File: src/rtl/core/hbs_pkg.sv
// ----------------------------------------------------------------------------
// hbs_pkg
// Shared types, widths and constants of the heightmap box smoothing block.
// ----------------------------------------------------------------------------
package hbs_pkg;

	localparam int DEF_MAX_WIDTH  = 1024;
	localparam int DEF_MAX_HEIGHT = 4096;

	localparam int PIXEL_W      = 8;
	localparam int SUM_W        = 12;
	localparam int SCALE_W      = 16;
	localparam int PROD_W       = 28;
	localparam int RECIP_W      = 32;
	localparam int QUOT_W       = PROD_W + RECIP_W;
	localparam int SHIFT_W      = 6;
	localparam int CNT_W        = 4;
	localparam int HEIGHT_W     = 24;
	localparam int ROW_FIELD_W  = 12;
	localparam int COL_FIELD_W  = 10;
	localparam int WIDTH_REG_W  = 11;
	localparam int HEIGHT_REG_W = 13;

	localparam int CFG_IDX_W  = 2;
	localparam int CFG_DATA_W = 16;

	localparam logic [CFG_IDX_W-1:0] REG_IMAGE_WIDTH  = 2'd0;
	localparam logic [CFG_IDX_W-1:0] REG_IMAGE_HEIGHT = 2'd1;
	localparam logic [CFG_IDX_W-1:0] REG_HEIGHT_SCALE = 2'd2;

	localparam logic [WIDTH_REG_W-1:0]  IMAGE_WIDTH_RST  = 11'd256;
	localparam logic [HEIGHT_REG_W-1:0] IMAGE_HEIGHT_RST = 13'd256;
	localparam logic [SCALE_W-1:0]      HEIGHT_SCALE_RST = 16'd256;

	localparam int OUT_FIFO_DEPTH = 8;
	localparam int FIFO_PTR_W     = $clog2(OUT_FIFO_DEPTH);

	typedef struct packed {
		logic left;
		logic right;
		logic top;
		logic bottom;
	} nbr_mask_t;

	typedef struct packed {
		logic                   emit;
		nbr_mask_t              mask;
		logic [ROW_FIELD_W-1:0] row;
		logic [COL_FIELD_W-1:0] col;
		logic                   last;
	} out_tag_t;

	typedef struct packed {
		logic [HEIGHT_W-1:0]    height;
		logic [ROW_FIELD_W-1:0] row;
		logic [COL_FIELD_W-1:0] col;
		logic                   last;
	} result_t;

	typedef struct packed {
		logic [RECIP_W-1:0] mult;
		logic [SHIFT_W-1:0] shift;
	} recip_t;

	// Reciprocal multiplier and shift for each neighbor count. The products
	// stay below 2^28, where these factors give the exact floor quotient.
	function automatic recip_t recip_for(input logic [CNT_W-1:0] count);
		recip_t r;
		case (count)
			4'd2: begin
				r.mult  = 32'd1;
				r.shift = 6'd1;
			end
			4'd3: begin
				r.mult  = 32'd357913942;
				r.shift = 6'd30;
			end
			4'd4: begin
				r.mult  = 32'd1;
				r.shift = 6'd2;
			end
			4'd6: begin
				r.mult  = 32'd357913942;
				r.shift = 6'd31;
			end
			4'd9: begin
				r.mult  = 32'd3817748708;
				r.shift = 6'd35;
			end
			default: begin
				r.mult  = 32'd1;
				r.shift = 6'd0;
			end
		endcase
		return r;
	endfunction

endpackage

File: src/rtl/core/hbs_scale.sv
// ----------------------------------------------------------------------------
// hbs_scale
// Scales the neighborhood sum and divides it by the neighbor count.
// ----------------------------------------------------------------------------
module hbs_scale import hbs_pkg::*; (
	input  logic               clk,
	input  logic               arst_n,
	input  logic               sum_valid,
	input  logic [SUM_W-1:0]   sum,
	input  logic [CNT_W-1:0]   count,
	input  out_tag_t           sum_tag,
	input  logic [SCALE_W-1:0] scale,
	output logic               result_valid,
	output result_t            result
);

	logic                v_s4;
	logic [PROD_W-1:0]   prod_s4;
	recip_t              recip_s4;
	out_tag_t            tag_s4;

	logic                v_s5;
	logic [QUOT_W-1:0]   quot_s5;
	logic [SHIFT_W-1:0]  shift_s5;
	out_tag_t            tag_s5;

	logic                result_valid_q;
	result_t             result_q;

	logic [QUOT_W-1:0]   shifted;

	assign shifted = quot_s5 >> shift_s5;

	always_ff @(posedge clk or negedge arst_n) begin
		if (!arst_n) begin
			v_s4           <= 1'b0;
			v_s5           <= 1'b0;
			result_valid_q <= 1'b0;
		end else begin
			v_s4           <= sum_valid;
			v_s5           <= v_s4;
			result_valid_q <= v_s5;
		end
	end

	always_ff @(posedge clk) begin
		if (sum_valid) begin
			prod_s4  <= PROD_W'(sum) * PROD_W'(scale);
			recip_s4 <= recip_for(count);
			tag_s4   <= sum_tag;
		end
		if (v_s4) begin
			quot_s5  <= QUOT_W'(prod_s4) * QUOT_W'(recip_s4.mult);
			shift_s5 <= recip_s4.shift;
			tag_s5   <= tag_s4;
		end
		if (v_s5) begin
			result_q.height <= shifted[HEIGHT_W-1:0];
			result_q.row    <= tag_s5.row;
			result_q.col    <= tag_s5.col;
			result_q.last   <= tag_s5.last;
		end
	end

	assign result_valid = result_valid_q;
	assign result       = result_q;

endmodule

File: config.mk
export PLATFORM = sky130hd
export DESIGN_NAME = hbs_scale
export DESIGN_NICKNAME = d
export VERILOG_FILES = /design/src/rtl/core/hbs_pkg.sv /design/src/rtl/core/hbs_scale.sv
export SDC_FILE = /design/constraint.sdc
export NUM_CORES = 2
export LEC_CHECK = 0
export BUFFER_PORTS_ARGS = -buffer_cell sky130_fd_sc_hd__buf_2
export CELL_PAD_IN_SITES_DETAIL_PLACEMENT = 1
export CELL_PAD_IN_SITES_GLOBAL_PLACEMENT = 2
export CORE_AREA = 5 5 267 269
export DETAILED_ROUTE_END_ITERATION = 6
export DIE_AREA = 0 0 272 274
export PLACE_DENSITY = 0.92
export SYNTH_ARGS = -nofsm -noshare
export SYNTH_HDL_FRONTEND = slang
export SYNTH_SLANG_ARGS = --single-unit
File: constraint.sdc
create_clock -name clk -period 10.6 [get_ports clk]
set_clock_uncertainty 0.1 [all_clocks]
set_input_delay 0.53 -clock clk [delete_from_list [all_inputs] [get_ports clk]]
set_output_delay 0.53 -clock clk [all_outputs]
set_load 0.01 [all_outputs]
# ---- Word-level counts from Yosys, hierarchy flattened
# Cells that the tools add are included.
dict set report word_totals {
  mem_count 0
  output_inout_bits 48
  elab_cells 27
  ramBits 0
  romBits 0
  latch_bits 0
  ff_bits 228
  inputBits 63
}
dict set report classes {
  order_cmp 0
  n_addsub 0
  eq_ne 5
  div 0
  mux 1
  shifts 1
  multipliers 2
  reduce_logical 0
  bitwise_logic 0
}
# cell count
set ops {}
lappend ops {{case mux 38 bit (5 select lines)} 1}
lappend ops {{multiplier 28 x 32 -> 60 bit} 1}
lappend ops {{right shift 60 x 6 -> 24 bit} 1}
lappend ops {{multiplier 12 x 16 -> 28 bit} 1}
lappend ops {{== test 4 x 2 -> 1 bit, second input constant} 2}
lappend ops {{== test 4 x 3 -> 1 bit, second input constant} 2}
lappend ops {{== test 4 bit, second input constant} 1}

# ---- Logic depth before layout (Yosys ltp)
dict set report logic_depth {
  depth_word 2
  depth_mapped 28
  depth_no_buf 25
}

# ---- Worst setup path after synthesis
# Ideal clock, no wire load.
dict set report synth_timing {
  path_kind {register to register}
  from {register recip_s4[36] (netlist name)}
  to {register quot_s5[57] (data pin)}
  path_buffers 2
  synth_period_minus_slack_ns 7.160
  stages_incl_launch_ff 27
  setup_slack_ns 3.440
  arrival_time_ns 6.796
  setup_ns 0.264
  path_cell_list {edfxtp_1 > clkbuf_1 > clkbuf_1 > nand2_1 > fa_1 > inv_1 > fa_1 > inv_1 > fa_1 > inv_1 > fa_1 > inv_1 > fa_1 > inv_1 > fa_1 > inv_1 > fa_1 > inv_1 > ha_1 > nand4_1 > a2111oi_2 > o21ai_1 > a211oi_2 > o21bai_2 > a211oi_4 > a221oi_1 > xnor2_1}
}
dict set report synth_between {
  elab_chain_cells 1
}
# element line
set synth_lines {}
lappend synth_lines {{start: declaration} hbs_scale.sv:19} ;# recip_t recip_s4;
lappend synth_lines {{start signal: assignment} hbs_scale.sv:49} ;# recip_s4 <= recip_for(count);
lappend synth_lines {{multiplier 28 x 32 -> 60 bit} hbs_scale.sv:53} ;# quot_s5 <= QUOT_W'(prod_s4) * QUOT_W'(recip_s4.mult);
lappend synth_lines {{end signal: assignment} hbs_scale.sv:53}
lappend synth_lines {{end: declaration} hbs_scale.sv:23} ;# logic [QUOT_W-1:0] quot_s5;
# No other way between the ends.
# A chain may end at the register's enable or synchronous reset.

# ---- Final worst setup path
dict set report layout_timing {
  from {register recip_s4[36] (netlist name)}
  to {register quot_s5[53] (data pin)}
}
# Same word-level chain as after synthesis.

==> impl_metrics.toml <==
[worst_setup_path]
r2r_cells = 25
worstSetupPathType = "reg -> reg"
cp.required_ns = 10.79
regToRegSetupSlack_ns = 2.08
cp_max_fo = 16
end_kind = "flip-flop"
timing.rr.end = "quot_s5[53]"
reg2reg_from = "recip_s4[36]"
crit_path_start_kind = "flip-flop"
critPathArrivalTime_ns = 8.71

[drt]
drc_errors = 0
drt_first_iter_violations = 861
first_pass_iters = 5
wirelength_um = 81800
routed-via-count = 20384
viasPerCell = 5.17
avgRoutedWirePerCell_um = 20.8
antenna_left = 0

[global_route]
first_global_vias = 23403
grt_use_total_pct = 22.6
grt_max_degree = 75
grt_antenna_before_repair = 2
grt_pass1_wl_um = 131000
grt-ovfl-total = 0

[clock_tree]
cts-resized-gates = 0
clk_pin_slew_ns = 0.09
cts_buffers = 17
clock_sinks = 192
ctsLongestPathBuffers = 2
clkLatencyLatePin_ns = 0.49
cts_root_buf = "clkbuf_16"
postCtsHoldBufs = 1
ctsHtreeMaxLevel = 4
cts_tree = "done"
postCtsSetupBuffers = 0

[min_path]
holdPathStages = 1
holdPathEnd = "tag_s4[11]"
min_from = "sum_tag[11]"
hold_class = "in -> reg"

[sta]
fin_crit_sh_pct = 80.3
period_needed_ns = 8.52
setup_ws_ns = 2.08
rsz0062_at_grt = "false"
max_freq_mhz = 117
tightest_slew_ns = 1.08
setup_viol = 0
hold_viol = 0
whs_ns = 0.119
slew_headroom_pct = 28.1
tns_ns = 0
slew_viol_final = 0

[finish]
ff_latch_area_um2 = 5760
fin_util_pct = 47.6
nets = 3986
layout_common_cells = "inv_1 (825), fa_1 (551), ha_1 (327), nand2_1 (310), edfxtp_1 (189)"
final_common_cell = "inv_1"
syn_to_final_growth_pct = 6.59
antenna_cells = 0
layout-drive-gt1-share_pct = 6.47
multiInputGateArea_um2 = 21300
fillers = 7625

[floorplanning]
dieWidth_um = 272
die_h_um = 274
ios = 111
die-area_um2 = 74500
fp.coreArea_um2 = 68300
initial_core_util_pct = 44.7
rows = 96

[placement]
globalplace.congestion = 0.966
place_ws_ns = 2.10
io_buffers = 105
hpwl_um = 72600

[yosys]
ys.flop_type = "edfxtp_1"
async_flop_share_pct = 1.56
syn_nets = 3937
synthDistinctLibCells = 73
avgSynthCellArea_um2 = 10.2
synth_edf_count = 189
ys_seq_elements = 192
syn_inst = 2996
ys_seq_area_share_pct = 18.8
synth_warnings = 0
netlist_area_um2 = 30500

[outcome]
outcome = "complete, no violations"

[job]
maxCapViolCount = 0
==> registers in the layout (all words and copies together), names as in the netlist <==
| name | flops |
|---|---|
| quot_s5 | 58 |
| result | 47 |
| prod_s4 | 28 |
| tag_s4 | 23 |
| tag_s5 | 23 |
| recip_s4 | 6 |
| shift_s5 | 4 |
| result_valid | 1 |
| v_s4 | 1 |
| v_s5 | 1 |
==> critical path, stage by stage, from the launching register on <==
cell	delay [ns]
edfxtp_1	0.94
buf_4	0.27
nand2_1	0.16
fa_1	0.59
inv_1	0.08
fa_1	0.53
inv_1	0.09
fa_1	0.55
inv_1	0.06
fa_1	0.53
inv_1	0.09
fa_1	0.52
inv_1	0.07
fa_1	0.55
inv_1	0.05
fa_1	0.50
inv_1	0.05
ha_1	0.40
nand4_1	0.22
a2111oi_2	0.28
o21ai_1	0.15
a211oi_2	0.53
o21bai_2	0.19
a211oi_4	0.37
nor4_1	0.10
a311oi_1	0.29
==> worst max-delay path by stage <==
| stage | start | endpoint | slack, ns |
|---|---|---|---|
| floorplan | recip_s4[36] | quot_s5[57] | 3.44 |
| global placement | recip_s4[36] | quot_s5[57] | 2.37 |
| detailed placement | recip_s4[36] | quot_s5[53] | 2.10 |
| CTS | recip_s4[36] | quot_s5[53] | 2.05 |
| global route | recip_s4[36] | quot_s5[53] | 1.69 |
| finish | recip_s4[36] | quot_s5[53] | 2.08 |
==> metal layers <==
metal | share of wire [%] | vias up | track usage (%)
met4 | 2.7 | 2 | 6.30
met5 | 0.016 | - | 0
met1 | 43 | 10511 | 28.8
li1 | - | 9359 | -
met2 | 51 | 404 | 40.8
met3 | 3.1 | 108 | 2.53
==> cell usage after synthesis (all sizes together) (16+ instances only) <==
master,instances,area [um2]
xnor2,64,561
buf,16,72.6
clkbuf,70,278
nand2,310,1160
o21ai,84,420
o22ai,22,138
nor2,46,173
a21oi,95,475
nand4,16,100
edfxtp,189,5680
mux4,23,518
xor2,23,201
and2,114,713
inv,825,3100
fa,551,11000
ha,327,4090
mux2i,25,250
a21o,28,210
==> metrics by stage <==
| stage | cell area (um2) | instances |
|---|---|---|
| floorplan | 30500 | 2996 |
| global placement | 31900 | 3907 |
| detailed placement | 31900 | 3907 |
| CTS | 32500 | 3940 |
| global route | 32500 | 3940 |
| finish | 32500 | 3940 |
==> area by class of cell <==
cell class / count / area share (%)
Clock inverter: 14 / 0.661
Sequential cell: 192 / 17.7
Multi-Input combinational cell: 1892 / 65.5
Timing Repair Buffer: 116 / 1.88
Inverter: 826 / 9.53
Clock buffer: 18 / 1.32
Tap cell: 882 / 3.39
==> kinds of logic after synthesis <==
logic type               after synthesis  synth area share (%)
buffers and inverters                912                  11.3
XOR/XNOR                              87                  2.50
AND/OR/NAND/NOR                      551                  8.37
flip-flops                           192                  18.8
multiplexers                          59                  2.92
AO/OA/AOI/OAI                        317                  6.54
adder cells (fa/ha/maj)              878                  49.5
Power is not shown: default switching activity piles up to over one toggle a cycle in this logic, so the estimate is an artifact.
